[src/design/snd_rf_pkg.sv]
`timescale 1ns / 1ps
// Package for the sound register file: window geometry, special offsets,
// access codes and the per-offset read mask table. No dependencies.
package snd_rf_pkg;

    // window geometry
    localparam logic [15:0] WIN_BASE = 16'hFF10;
    localparam logic [15:0] WIN_LAST = 16'hFF3F;
    localparam int          WIN_SIZE = 48;
    localparam int          OFF_W    = $clog2(WIN_SIZE);

    // offsets with side effects on the power register
    localparam logic [OFF_W-1:0] OFF_PWR  = OFF_W'(6'h16);
    localparam logic [OFF_W-1:0] OFF_CH1  = OFF_W'(6'h02);
    localparam logic [OFF_W-1:0] OFF_CH2  = OFF_W'(6'h07);
    localparam logic [OFF_W-1:0] OFF_CH3  = OFF_W'(6'h0A);
    localparam logic [OFF_W-1:0] OFF_CH4  = OFF_W'(6'h11);

    // value read back outside the window
    localparam logic [7:0] OPEN_BUS = 8'hFF;

    // access kind
    typedef enum logic {
        CMD_READ  = 1'b0,
        CMD_WRITE = 1'b1
    } cmd_t;

    // bits that always read as one, per offset
    localparam logic [7:0] READ_MASK [WIN_SIZE] = '{
        8'h80, 8'h3F, 8'h00, 8'hFF, 8'hBF, 8'hFF, 8'h3F, 8'h00,
        8'hFF, 8'hBF, 8'h7F, 8'hFF, 8'h9F, 8'hFF, 8'hBF, 8'hFF,
        8'hFF, 8'h00, 8'h00, 8'hBF, 8'h00, 8'h00, 8'h70, 8'hFF,
        8'hFF, 8'hFF, 8'hFF, 8'hFF, 8'hFF, 8'hFF, 8'hFF, 8'hFF,
        8'h00, 8'h00, 8'h00, 8'h00, 8'h00, 8'h00, 8'h00, 8'h00,
        8'h00, 8'h00, 8'h00, 8'h00, 8'h00, 8'h00, 8'h00, 8'h00
    };

endpackage

[src/design/sound_register_file_access.sv]
`timescale 1ns / 1ps
// Top level of the sound register file: bus access decode, register storage,
// power and channel-enable side effects, masked read-back. Uses snd_rf_pkg.

// Sound register file at 0xFF10..0xFF3F. One bus word (cmd, address,
// write_data) can be taken every clock cycle. Writes complete at the edge they
// are taken and produce no result word. A read produces one read_data word,
// presented once it has passed the registered memory read and then the result
// register, where it is held while out_stall is set. Every word, read or
// write, is held off while a read sits in the read stage and cannot move on.
// That happens only when the result register is full and stalled.
// Writing the power register with bit 7 clear wipes the whole file by
// clearing the per-entry valid bits; the storage itself needs no clearing
// pass and is ready right after reset. Reads of write-only and unused
// addresses return 0xFF, as do reads outside the window.
module sound_register_file_access
(
    input  logic        clk,
    input  logic        rst_n,
    // access channel
    input  logic        in_valid,
    output logic        in_stall,
    input  logic        cmd,
    input  logic [15:0] address,
    input  logic [7:0]  write_data,
    // read result channel
    output logic        out_valid,
    input  logic        out_stall,
    output logic [7:0]  read_data
);
    import snd_rf_pkg::*;

    logic [7:0]          mem [WIN_SIZE];
    logic [7:0]          mem_q_reg;
    logic [WIN_SIZE-1:0] ent_valid_reg;
    logic [WIN_SIZE-1:0] ent_valid_next;
    logic [7:0]          pwr_reg;
    logic [7:0]          pwr_next;

    logic                s1_full_reg;
    logic                s1_full_next;
    logic                s1_inwin_reg;
    logic                s1_ent_valid_reg;
    logic [OFF_W-1:0]    s1_off_reg;
    logic [7:0]          s1_pwr_reg;
    logic                s1_move;

    logic                out_valid_reg;
    logic                out_valid_next;
    logic [7:0]          read_data_reg;
    logic [7:0]          rd_byte;

    logic                in_acc;
    logic                inwin;
    logic [15:0]         off_full;
    logic [OFF_W-1:0]    off;
    logic                wr_acc;
    logic                rd_acc;
    logic                mem_we;

    // address decode
    assign inwin    = (address >= WIN_BASE) && (address <= WIN_LAST);
    assign off_full = address - WIN_BASE;
    assign off      = inwin ? off_full[OFF_W-1:0] : '0;

    // handshake
    assign s1_move  = s1_full_reg && (!out_valid_reg || !out_stall);
    assign in_stall = s1_full_reg && !s1_move;
    assign in_acc   = in_valid && !in_stall;
    assign wr_acc   = in_acc && (cmd == CMD_WRITE) && inwin;
    assign rd_acc   = in_acc && (cmd == CMD_READ);
    assign mem_we   = wr_acc && (off != OFF_PWR);

    // storage array, read data registered
    always_ff @(posedge clk)
    begin
        if (mem_we)
        begin
            mem[off] <= write_data;
        end
        if (rd_acc)
        begin
            mem_q_reg <= mem[off];
        end
    end

    // entry valid bits and power register update
    always_comb
    begin
        ent_valid_next = ent_valid_reg;
        pwr_next       = pwr_reg;
        if (mem_we)
        begin
            ent_valid_next[off] = 1'b1;
        end
        if (wr_acc)
        begin
            case (off)
                OFF_PWR:
                begin
                    if (write_data[7])
                    begin
                        pwr_next = write_data;
                    end
                    else
                    begin
                        pwr_next       = '0;
                        ent_valid_next = '0;
                    end
                end
                OFF_CH1:
                begin
                    if (write_data[7:3] == '0)
                    begin
                        pwr_next[0] = 1'b0;
                    end
                end
                OFF_CH2:
                begin
                    if (write_data[7:3] == '0)
                    begin
                        pwr_next[1] = 1'b0;
                    end
                end
                OFF_CH3:
                begin
                    if (!write_data[7])
                    begin
                        pwr_next[2] = 1'b0;
                    end
                end
                OFF_CH4:
                begin
                    if (write_data[7:3] == '0)
                    begin
                        pwr_next[3] = 1'b0;
                    end
                end
                default:
                begin
                end
            endcase
        end
    end

    always_ff @(posedge clk or negedge rst_n)
    begin
        if (!rst_n)
        begin
            ent_valid_reg <= '0;
            pwr_reg       <= '0;
        end
        else
        begin
            ent_valid_reg <= ent_valid_next;
            pwr_reg       <= pwr_next;
        end
    end

    // read stage control
    always_comb
    begin
        s1_full_next = s1_full_reg;
        if (rd_acc)
        begin
            s1_full_next = 1'b1;
        end
        else if (s1_move)
        begin
            s1_full_next = 1'b0;
        end
    end

    always_ff @(posedge clk or negedge rst_n)
    begin
        if (!rst_n)
        begin
            s1_full_reg <= 1'b0;
        end
        else
        begin
            s1_full_reg <= s1_full_next;
        end
    end

    // read stage payload
    always_ff @(posedge clk)
    begin
        if (rd_acc)
        begin
            s1_inwin_reg     <= inwin;
            s1_off_reg       <= off;
            s1_ent_valid_reg <= ent_valid_reg[off];
            s1_pwr_reg       <= pwr_reg;
        end
    end

    // masked read byte
    always_comb
    begin
        if (!s1_inwin_reg)
        begin
            rd_byte = OPEN_BUS;
        end
        else if (s1_off_reg == OFF_PWR)
        begin
            rd_byte = s1_pwr_reg | READ_MASK[s1_off_reg];
        end
        else if (s1_ent_valid_reg)
        begin
            rd_byte = mem_q_reg | READ_MASK[s1_off_reg];
        end
        else
        begin
            rd_byte = READ_MASK[s1_off_reg];
        end
    end

    // result register
    always_comb
    begin
        out_valid_next = out_valid_reg;
        if (s1_move)
        begin
            out_valid_next = 1'b1;
        end
        else if (out_valid_reg && !out_stall)
        begin
            out_valid_next = 1'b0;
        end
    end

    always_ff @(posedge clk or negedge rst_n)
    begin
        if (!rst_n)
        begin
            out_valid_reg <= 1'b0;
        end
        else
        begin
            out_valid_reg <= out_valid_next;
        end
    end

    always_ff @(posedge clk)
    begin
        if (s1_move)
        begin
            read_data_reg <= rd_byte;
        end
    end

    assign out_valid = out_valid_reg;
    assign read_data = read_data_reg;

    // power off leaves nothing behind
    a_pwr_off_clears: assert property (@(posedge clk) disable iff (!rst_n)
        (wr_acc && (off == OFF_PWR) && !write_data[7])
        |=> (pwr_reg == '0) && (ent_valid_reg == '0))
        else $error("power-off write did not clear the register file");

    // channel bits cannot stay set without the power bit
    a_pwr_consistent: assert property (@(posedge clk) disable iff (!rst_n)
        !pwr_reg[7] |-> (pwr_reg == '0))
        else $error("channel active bits set while powered off");

    // channel 1 dac off drops its active bit
    a_ch1_dac_off: assert property (@(posedge clk) disable iff (!rst_n)
        (wr_acc && (off == OFF_CH1) && (write_data[7:3] == '0))
        |=> !pwr_reg[0])
        else $error("channel 1 active bit survived dac off");

    // a read on an empty path moves through the read stage into the result register
    a_read_latency: assert property (@(posedge clk) disable iff (!rst_n)
        (rd_acc && !s1_full_reg && !out_valid_reg)
        |=> s1_full_reg ##1 out_valid_reg)
        else $error("read result did not reach the output in time");

endmodule

[config.mk]
export PLATFORM = sky130hd
export DESIGN_NAME = sound_register_file_access
export DESIGN_NICKNAME = d
export VERILOG_FILES = /design/src/design/snd_rf_pkg.sv /design/src/design/sound_register_file_access.sv
export SDC_FILE = /design/constraint.sdc
export NUM_CORES = 1
export LEC_CHECK = 0
export ABC_AREA = 0
export BUFFER_PORTS_ARGS = -buffer_cell sky130_fd_sc_hd__buf_2
export CAP_MARGIN = 15
export CORE_MARGIN = 2
export CORE_UTILIZATION = 41
export DETAILED_ROUTE_END_ITERATION = 10
export PLACE_DENSITY = 0.67
export SKIP_LAST_GASP = 1
export SLEW_MARGIN = 15
export SYNTH_ARGS = -nofsm -noshare
export SYNTH_HDL_FRONTEND = slang
export SYNTH_SLANG_ARGS = --single-unit
export TNS_END_PERCENT = 100
[constraint.sdc]
create_clock -name clk -period 2.27 [get_ports clk]
set_input_delay 0.227 -clock clk [delete_from_list [all_inputs] [get_ports clk]]
set_output_delay 0.227 -clock clk [all_outputs]
set_load 0.05 [all_outputs]
Word-level counts from Yosys, hierarchy flattened
Memory sizes are Yosys's and may differ from the RTL's. A register that Yosys moved wholly into a read port is not among the register bits.
Cells that the tools add are included.
{ "op_classes": {"eq_ne": 11, "div_mod_pow": 0, "magnitude_cmp": 5, "bitwise_logic": 5, "shifts": 0, "n_mux": 26, "reduce_logical": 27, "addsub": 1, "n_mul": 0} }
{ "ops": {"columns": ["op", "count"], "rows": [
  ["48-bit 2-to-1 mux", 4],
  ["48-bit bitwise OR", 1],
  ["8-bit 2-to-1 mux", 5],
  ["6-bit by 5-bit == test with 1-bit output, second input constant", 3],
  ["16-bit >= comparator, second input constant", 1],
  ["16-bit less-or-equal comparator, second input constant", 1],
  ["8-bit bitwise OR", 2],
  ["3-bit AND reduction", 4],
  ["2-bit nonzero test", 6],
  ["1-bit logical AND", 10],
  ["1-bit 2-to-1 mux", 10],
  ["2-bit != test, second input constant", 4],
  ["1-bit one-hot mux with 2 select lines", 4],
  ["7-bit >= comparator, second input constant", 1],
  ["6-bit by 7-bit < comparator with 1-bit output, second input constant", 1],
  ["6-bit NOT with 7-bit output", 1],
  ["1-bit binary-select mux with 6-bit select", 1],
  ["1-bit demux with 6-bit select", 1],
  ["6-bit by 2-bit == test with 1-bit output, second input constant", 1],
  ["6-bit by 3-bit == test with 1-bit output, second input constant", 1],
  ["6-bit by 4-bit == test with 1-bit output, second input constant", 1],
  ["6-bit by 1-bit >= comparator with 1-bit output, second input constant", 1],
  ["6-bit 2-to-1 mux", 1],
  ["6-bit by 5-bit != test with 1-bit output, second input constant", 1],
  ["other kinds (6)", 9]
]} }
{ "word_totals": {"elab_cells": 90, "rom_bits": 512, "latchBits": 0, "n_memories": 2, "ram_bits": 384, "output_inout_bits": 10, "reg_bits": 82, "inputBits": 29} }
{ "mem_list": {"columns": ["name", "depth", "width", "read_ports", "rd_ports_with_merged_regs", "wr", "line_no", "text"], "rows": [
  ["(no name shown)", 64, 8, 1, 0, 0, "sound_register_file_access.sv:215", "rd_byte = READ_MASK[s1_off_reg];"],
  ["mem", 48, 8, 1, 1, 1, "sound_register_file_access.sv:33", "logic [7:0] mem [WIN_SIZE];"]
]} }

Logic depth before layout (Yosys ltp)
Gate-level depths: netlist of run 1.
{ "depth": {"depth_word": 14, "ltp_mapped": 12, "mapped_depth_nobuf": 10} }

Least setup slack after synthesis of run 1
OpenSTA, ideal clock, no wires.
{ "synth_timing": {"path_kind": "in2reg", "start": "input port address[4]", "end": "memory mem[10][0] (enable)", "path_buffers": 2, "stages": 9, "setup_time_ps": 388, "arrival_ps": 2317, "t_required_ps": 1882, "slack_ps": -435, "cell_sequence": "inv_1 > ha_1 > nor2b_1 > nand4_2 > buf_2 > buf_2 > nor2_1 > nand2_1 > nor3_1"} }
{ "synth_via": {"elab_chain_len": 7, "word_cells_on_any_way": 10, "cone_classes": "add/sub (1); order compare (2); eq/ne (1); mux (3); reduce/logical (3)"} }
{ "synth_lines": {"columns": ["item", "line_no", "text"], "rows": [
  ["from (decl)", "sound_register_file_access.sv:24", "input logic [15:0] address,"],
  ["16-bit >= comparator or 16-bit less-or-equal comparator (tied branches)", "sound_register_file_access.sv:62", "assign inwin = (address >= WIN_BASE) && (address <= WIN_LAST);"],
  ["1-bit logical AND", "sound_register_file_access.sv:62", null],
  ["6-bit 2-to-1 mux", "sound_register_file_access.sv:64", "assign off = inwin ? off_full[OFF_W-1:0] : '0;"],
  ["6-bit by 5-bit != test with 1-bit output", "sound_register_file_access.sv:72", "assign mem_we = wr_acc && (off != OFF_PWR);"],
  ["1-bit logical AND", "sound_register_file_access.sv:72", null],
  ["1-bit 2-to-1 mux", "sound_register_file_access.sv:77", "if (mem_we)"],
  ["1-bit 2-to-1 mux (not written as such)", "sound_register_file_access.sv:79", "mem[off] <= write_data;"],
  ["to (decl)", "sound_register_file_access.sv:33", null]
]} }
Several ways; a longest one is shown, not always the timed one.

Worst setup path in the final report of run 1
{ "layout_timing": {"start": "input port address[7]", "end": "register mem_q_reg[7] (read register of mem) (data pin)"} }
{ "layout_via": {"elab_chain_len": 3, "word_cells_on_any_way": 4, "cone_classes": "order compare (2); mux (1); reduce/logical (1)"} }
{ "layout_lines": {"columns": ["item", "line_no", "text"], "rows": [
  ["16-bit >= comparator or 16-bit less-or-equal comparator (tied branches)", "sound_register_file_access.sv:62", null],
  ["1-bit logical AND (*)", "sound_register_file_access.sv:62", null],
  ["6-bit 2-to-1 mux (*)", "sound_register_file_access.sv:64", null],
  ["to (decl)", "sound_register_file_access.sv:34", "logic [7:0] mem_q_reg;"]
]} }
Mark *: on every way between the ends. The rest lies on a longest branch, timed or not.
A chain may end at the register's enable or synchronous reset.

==> summary.txt, run 1 <==
Placed design
  – Final RePlAce weighted congestion: around 0.98
  – PortBufs: 38
  – Post-DP HPWL: between 30 and 40 mm
  – Place WS: -641 ps
  – Dpl cells: approximately 2.2k

STA
  – Final hold violation count: 0
  – Worst slew pin tran: 802 ps
  – Final slew viol count: 0
  – Setup Skew: between 10 and 15 ps
  – Fmax: between 0.4 and 0.5 GHz
  – Period utilization: between 90 and 100%
  – Final setup violation count: 0
  – Tmin final: roughly 2200 ps
  – Slew headroom: 46.0%
  – Worst setup margin: 30.1 ps
  – Hold_ws: about 110 ps

GRT
  – GRT Util Overall: approximately 22%
  – Met1 usage: 30.9%
  – Met3 GRT Util: roughly 4.1%
  – GR peak layer: met2
  – Vias in the first global route: between 10k and 15k
  – First-pass GRT wire length: between 80 and 90 mm
  – Gr ovfl total: 0
  – GR Util met2: 35.8%
  – Initial antenna violation count: 0
  – Largest net degree at the start of global routing: a little under 60

Pwr
  – Max VDD drop: approximately 470 uV
  – P_leak: approximately 9.0 nW
  – PD cells: 721 nW/um^2

Worst hold path
  – Hold Path Class: input port to flip-flop
  – HP Start: write_data[1]
  – WHS Path Cells: 3

Drt
  – DR DRC count: 0
  – First-pass detailed-route iteration total: 5
  – Antenna violation net count after detailed routing: 0
  – Vias per cell: 5.75
  – DRT Wirelength: 55.5 mm
  – Via count: 13.5k
  – 1st-iter DRT viols: around 1.5k
  – WL/cell: 23.6 um

Worst setup path
  – Critical Path Start Type: input port
  – Crit path max fanout: 16
  – Worst r2r src: out_valid
  – Worst setup path start: address[7]
  – Worst Path Arrival: 2550 ps
  – Worst Path Class, Setup: input port to flip-flop
  – Worst R2R Path Depth: 8
  – Crit end category: flip-flop
  – Req. time, crit path: about 2600 ps

Finish
  – Final std cells w/o fill: ~2.3k
  – Multi-input gate area: around 5700 sq um
  – N_diodes: 0
  – Fraction of layout cells with a size suffix above 1: around 28%
  – Fill cells: 3954
  – Area occupied by registers: 13900 sq um
  – Fin nets: 1731
  – Area Overhead vs Synth: 26.5%
  – Max reg flops: 384

Clock network
  – Worst-Skew Late Latency: a little under 600 ps
  – Num CTS Buffers: between 40 and 50
  – Deepest clock path buffer count: 3
  – CTS Sinks: 474
  – CTS tree: yes
  – H-tree Lvls: 2
  – Clock root buffer: clkbuf_16
  – Reg clk slew, reported paths: ~60 ps

Synthesis
  – Number of flops mapped to enable cells by yosys: 416
  – Cell accounting for the most synthesized area: edfxtp_1
  – Synth top area share: a little under two thirds
  – Top cells by area, synth: edfxtp_1, dfrtp_1, nand2_1
  – Cell Area, Synth: between 15000 and 20000 sq um
  – Post-synthesis cell type count: 67
  – FF+latch count, synth: approximately 470
  – Asr flop ratio synth: between 10% and 20%
  – Synth Flop Type: edfxtp_1
  – Mapped Avg Cell Area: 13.7 sq um
  – Post-synthesis cell count: 1429
  – Synth warnings: 0
  – Post-synthesis sequential area ratio: a little under three quarters

Run status
  – Run status: finished clean

Floorplan
  – Initial Util: about two fifths
  – Total core area: 47400 sq um
  – Boundary Pins: 39
  – Chip width: about 220 um
  – Die height: about 220 um
  – Die area: 49500 sq um
  – # rows: 80

Flow run
  – Max-cap viol count: 0
==> layer usage <==
metal | up-vias | routed length, um
li1 | 6008 | -
met1 | 6753 | 23200
met2 | 614 | 26100
met3 | 103 | 4550
met4 | 0 | 1610
met5 | - | 0
==> layout make-up <==
class / instances / share of cell area [%]
clock buffer: 61 / 5.21
clock inverter: 26 / 0.949
inverter: 20 / 0.303
multi-input combinational: 855 / 23.1
sequential: 474 / 56.3
tap: 615 / 3.11
timing repair buffer: 295 / 11.0
==> cell families after synthesis <==
group           Yosys count  share of synthesized area (%)
fa+ha+maj                 9                          0.575
mux                      73                           4.06
other cells               1                         0.0191
flops                   474                           71.2
simple gates            425                           10.3
buf+inv                 107                           2.34
compound gates          340                           11.5
==> cells in the final DEF, fill, tap and decap left out, drive strengths merged, types with 8 or more instances in the layout <==
cell	netlist	final
edfxtp	416	416
buf	44	290
nand2	145	145
nor2	116	116
a21oi	95	95
clkbuf	43	62
dfrtp	58	58
a211oi	53	53
mux2i	49	49
o21ai	49	49
nand3	49	49
nor2b	45	45
a22oi	33	33
nor3	29	29
a311oi	25	25
mux2	21	21
clkinv	1	21
inv	19	20
a31oi	16	16
nand4	10	10
ha	9	9
conb	1	8
==> critical path: stages <==
cell and delay, ps:
buf_2 110, and4bb_1 350, buf_4 180, nand4_4 110
buf_12 180, buf_12 160, buf_4 210, a211oi_1 270
a311oi_1 110, a211o_1 370, a21oi_1 170, a211oi_2 70
==> Yosys cell counts, drive strengths merged, types with 6 or more instances <==
cell type and count:
a311oi 25, mux2i 49, nor2b 45, dfrtp 58, a22oi 33, nor3 29
clkbuf 43, buf 44, ha 9, nand3 49, or3 7, a21oi 95
a31oi 16, inv 19, a221oi 6, o21ai 49, o31ai 7, mux2 21
nor4 7, o22ai 7, edfxtp 416, nand4 10, o211ai 6, a211oi 53
nor2 116, nand2 145
==> path summary, 6_finish.rpt <==
| kind | end | slack [ps] |
|---|---|---|
| max in group asynchronous | out_valid | 1410 |
| min in group asynchronous | pwr_reg[3] | 340 |
| min | pwr_reg[1] | 110 |
| max | mem_q_reg[7] | 30 |
| max reg2reg | mem[6][2] | 30 |
| min reg2reg | s1_pwr_reg[5] | 450 |
==> metrics by stage <==
step	setup TNS, ps	power (mW)	instance area [sq um]	utilization (%)
after detailed placement	-146150	10.3	22800	48.0
after global routing	-6.25	18.3	24800	52.2
after global placement	-116290	10.3	22800	48.0
after floorplan	-12560	9.94	20100	-
final	0	17.9	24800	52.2
after CTS	0	17.9	24500	51.6
==> where the power goes <==
part	total (mW)	leakage, nW	internal [mW]	switching (mW)
registers	9.54	4.56	9.52	0.0199
clock network	7.73	0.751	4.47	3.26
logic	0.588	3.67	0.178	0.410
total	17.9	8.98	14.2	3.69
==> timing repair <==
| action | 4_1_cts | 5_1_grt |
|---|---|---|
| pin swaps | 7 | 12 |
| hold buffers | 4 | 0 |
| cloned | 0 | 1 |
| buffers inserted | 6 | 10 |
| gates resized for setup | 5 | 16 |
| endpoints found under the setup margin | 215 | 119 |
| endpoints found under the hold margin | 60 | 0 |
Note: power is estimated with default switching activity, not from simulation.
==> inputs of run 2 (changes only) <==
--- a/config.mk
+++ b/config.mk
@@ -8,6 +8,7 @@
 export ABC_AREA = 0
 export BUFFER_PORTS_ARGS = -buffer_cell sky130_fd_sc_hd__buf_2
 export CAP_MARGIN = 15
+export CORE_ASPECT_RATIO = 2
 export CORE_MARGIN = 2
 export CORE_UTILIZATION = 41
 export DETAILED_ROUTE_END_ITERATION = 10
==> summary.txt, run 2 (synthesis results as in run 1) <==
Clock network
  – CTS tree: yes
  – CTS Sinks: about 470
  – Reg clk slew, reported paths: 70 ps
  – Clock root buffer: clkbuf_16
  – H-tree Lvls: 2
  – Worst-Skew Late Latency: between 500 and 600 ps
  – Deepest clock path buffer count: 3
  – Num CTS Buffers: 42

Drt
  – DRT Wirelength: around 60 mm
  – Antenna violation net count after detailed routing: 0
  – Vias per cell: between 5 and 6
  – Via count: approximately 13k
  – 1st-iter DRT viols: roughly 1.2k
  – First-pass detailed-route iteration total: 5
  – WL/cell: 25.6 um
  – DR DRC count: 0

Worst setup path
  – Worst path slowest cell: or3_1
  – Crit-path most repeated cell: buf_4
  – Reg2reg end: mem[40][7]
  – Critical Path, Cell by Cell: buf_2 -> and4_1 -> nand4_1 -> buf_4 -> nor2_1 -> buf_4 -> a21oi_1 -> a22oi_1 -> o221ai_1 -> or3_1
  – Crit-path leading delay family: simple AND/OR/NAND/NOR gates
  – Worst R2R Path Depth: 7
  – WP buf/inv: 3
  – Worst r2r src: out_valid
  – Crit end category: flip-flop
  – Crit path max fanout: 5
  – Worst Path Class, Setup: input port to flip-flop
  – Critical Path Start Type: input port
  – CP max stage delay: between 400 and 500 ps
  – Worst Path Arrival: ~2700 ps
  – Reg-to-reg slack, setup: around 60 ps
  – Req. time, crit path: about 2600 ps

Floorplan
  – Chip width: approximately 160 um
  – Boundary Pins: 39
  – # rows: 113
  – Total core area: 47400 sq um
  – Initial Util: 41.3%
  – Die area: 49600 sq um
  – Die height: 313 um

STA
  – Worst slew pin tran: between 800 and 900 ps
  – Slew headroom: between 40% and 50%
  – Period utilization: 103%
  – Final slew viol count: 0
  – Final setup violation count: 2
  – Tmin final: 2340 ps
  – Final hold violation count: 0
  – RSZ-0062 raised after global routing: true
  – Fmax: around 0.43 GHz
  – Worst setup margin: -66.6 ps
  – Setup Skew: ~22 ps

Run status
  – Failing checks: setup timing
  – Run status: finished, violations left

Placed design
  – PortBufs: 38
  – Post-DP HPWL: between 40 and 50 mm
  – Final RePlAce weighted congestion: 0.962
  – Place WS: -993 ps

Pwr
  – P_leak: approximately 8.9 nW
  – PD cells: between 700 and 800 nW/um^2
  – Max VDD drop: around 440 uV
  – Power, Total: around 17 mW

GRT
  – Vias in the first global route: 13.8k
  – GRT Util Overall: about a quarter
  – Gr ovfl total: 0
  – Largest net degree at the start of global routing: 50
  – First-pass GRT wire length: about 87 mm
  – Initial antenna violation count: 1

Finish
  – Max reg flops: between 300 and 400
  – Fin nets: 1725
  – N_diodes: 0
  – Area Overhead vs Synth: 25.7%
  – Most frequent cells in the layout: edfxtp_1, buf_4, nand2_1, a21oi_1, nor2_1
  – Fraction of layout cells with a size suffix above 1: between 20% and 30%
  – Most common cell after layout, fill and taps aside: edfxtp_1

Worst hold path
  – Worst Hold Path EP: out_valid
  – HP Start: out_stall
  – Hold Path Class: input port to flip-flop
  – WHS Path Cells: 3

Flow run
  – Max-cap viol count: 0
## run 2: power breakdown
part / internal (mW) / switching [mW] / total (mW)
clock network: 3.96 / 3.16 / 7.12
logic: 0.181 / 0.425 / 0.606
registers: 9.52 / 0.0211 / 9.54
total: 13.7 / 3.61 / 17.3
## run 2: how the worst max path moves through the flow
stage | startpoint | depth (start not counted) | slack, ps | end
6_report | address[11] | 10 | -70 | mem_q_reg[1]
3_5_place_dp | address[7] | 11 | -990 | mem_q_reg[6]
5_1_grt | address[7] | 12 | -70 | mem_q_reg[6]
2_1_floorplan | address[7] | 10 | -100 | mem[38][0]
3_3_place_gp | address[7] | 11 | -920 | mem_q_reg[6]
4_1_cts | address[7] | 12 | -60 | mem_q_reg[6]
## run 2: area by class of cell
class                      count  area (sq um)
tap                          632           791
timing repair buffer         294          2690
sequential                   474         13900
clock inverter                23           234
inverter                      20          75.1
clock buffer                  53          1110
multi-input combinational    855          5770
fill                        3875         22700
## run 2: per-stage QoR
stage	instance area [sq um]	TNS [ps]	hold WS, ps	utilization (%)	std cells
global placement	23000	-129620	117	48.5	2263
detailed placement	23000	-134940	125	48.5	2263
floorplan	20100	-12560	-68.6	-	1436
finish	24600	-109	6.59	52.0	2351
global route	24600	-149	24.5	52.0	2351
CTS	24500	-81.5	0.426	51.7	2346
## run 2: repair_timing
action                                  CTS  global route
pin swaps                                 4             7
endpoints found under the setup margin   97           202
hold endpoints to repair                 59             0
resized for setup                        13            18
setup buffers                             4             4
gates cloned                              0             1
hold buffers                              3             0
## run 2: per-layer routing
metal	track usage (%)	part of all wire, %	up-vias
li1	-	-	5996
met1	26.0	34	6665
met2	44.5	53	576
met3	3.30	5.1	195
met4	16.2	7.5	0
met5	0	0	-
## run 2: worst min-delay path, stage by stage
cell,delay [ps]
buf_2,100
buf_4,100
a21o_1,100
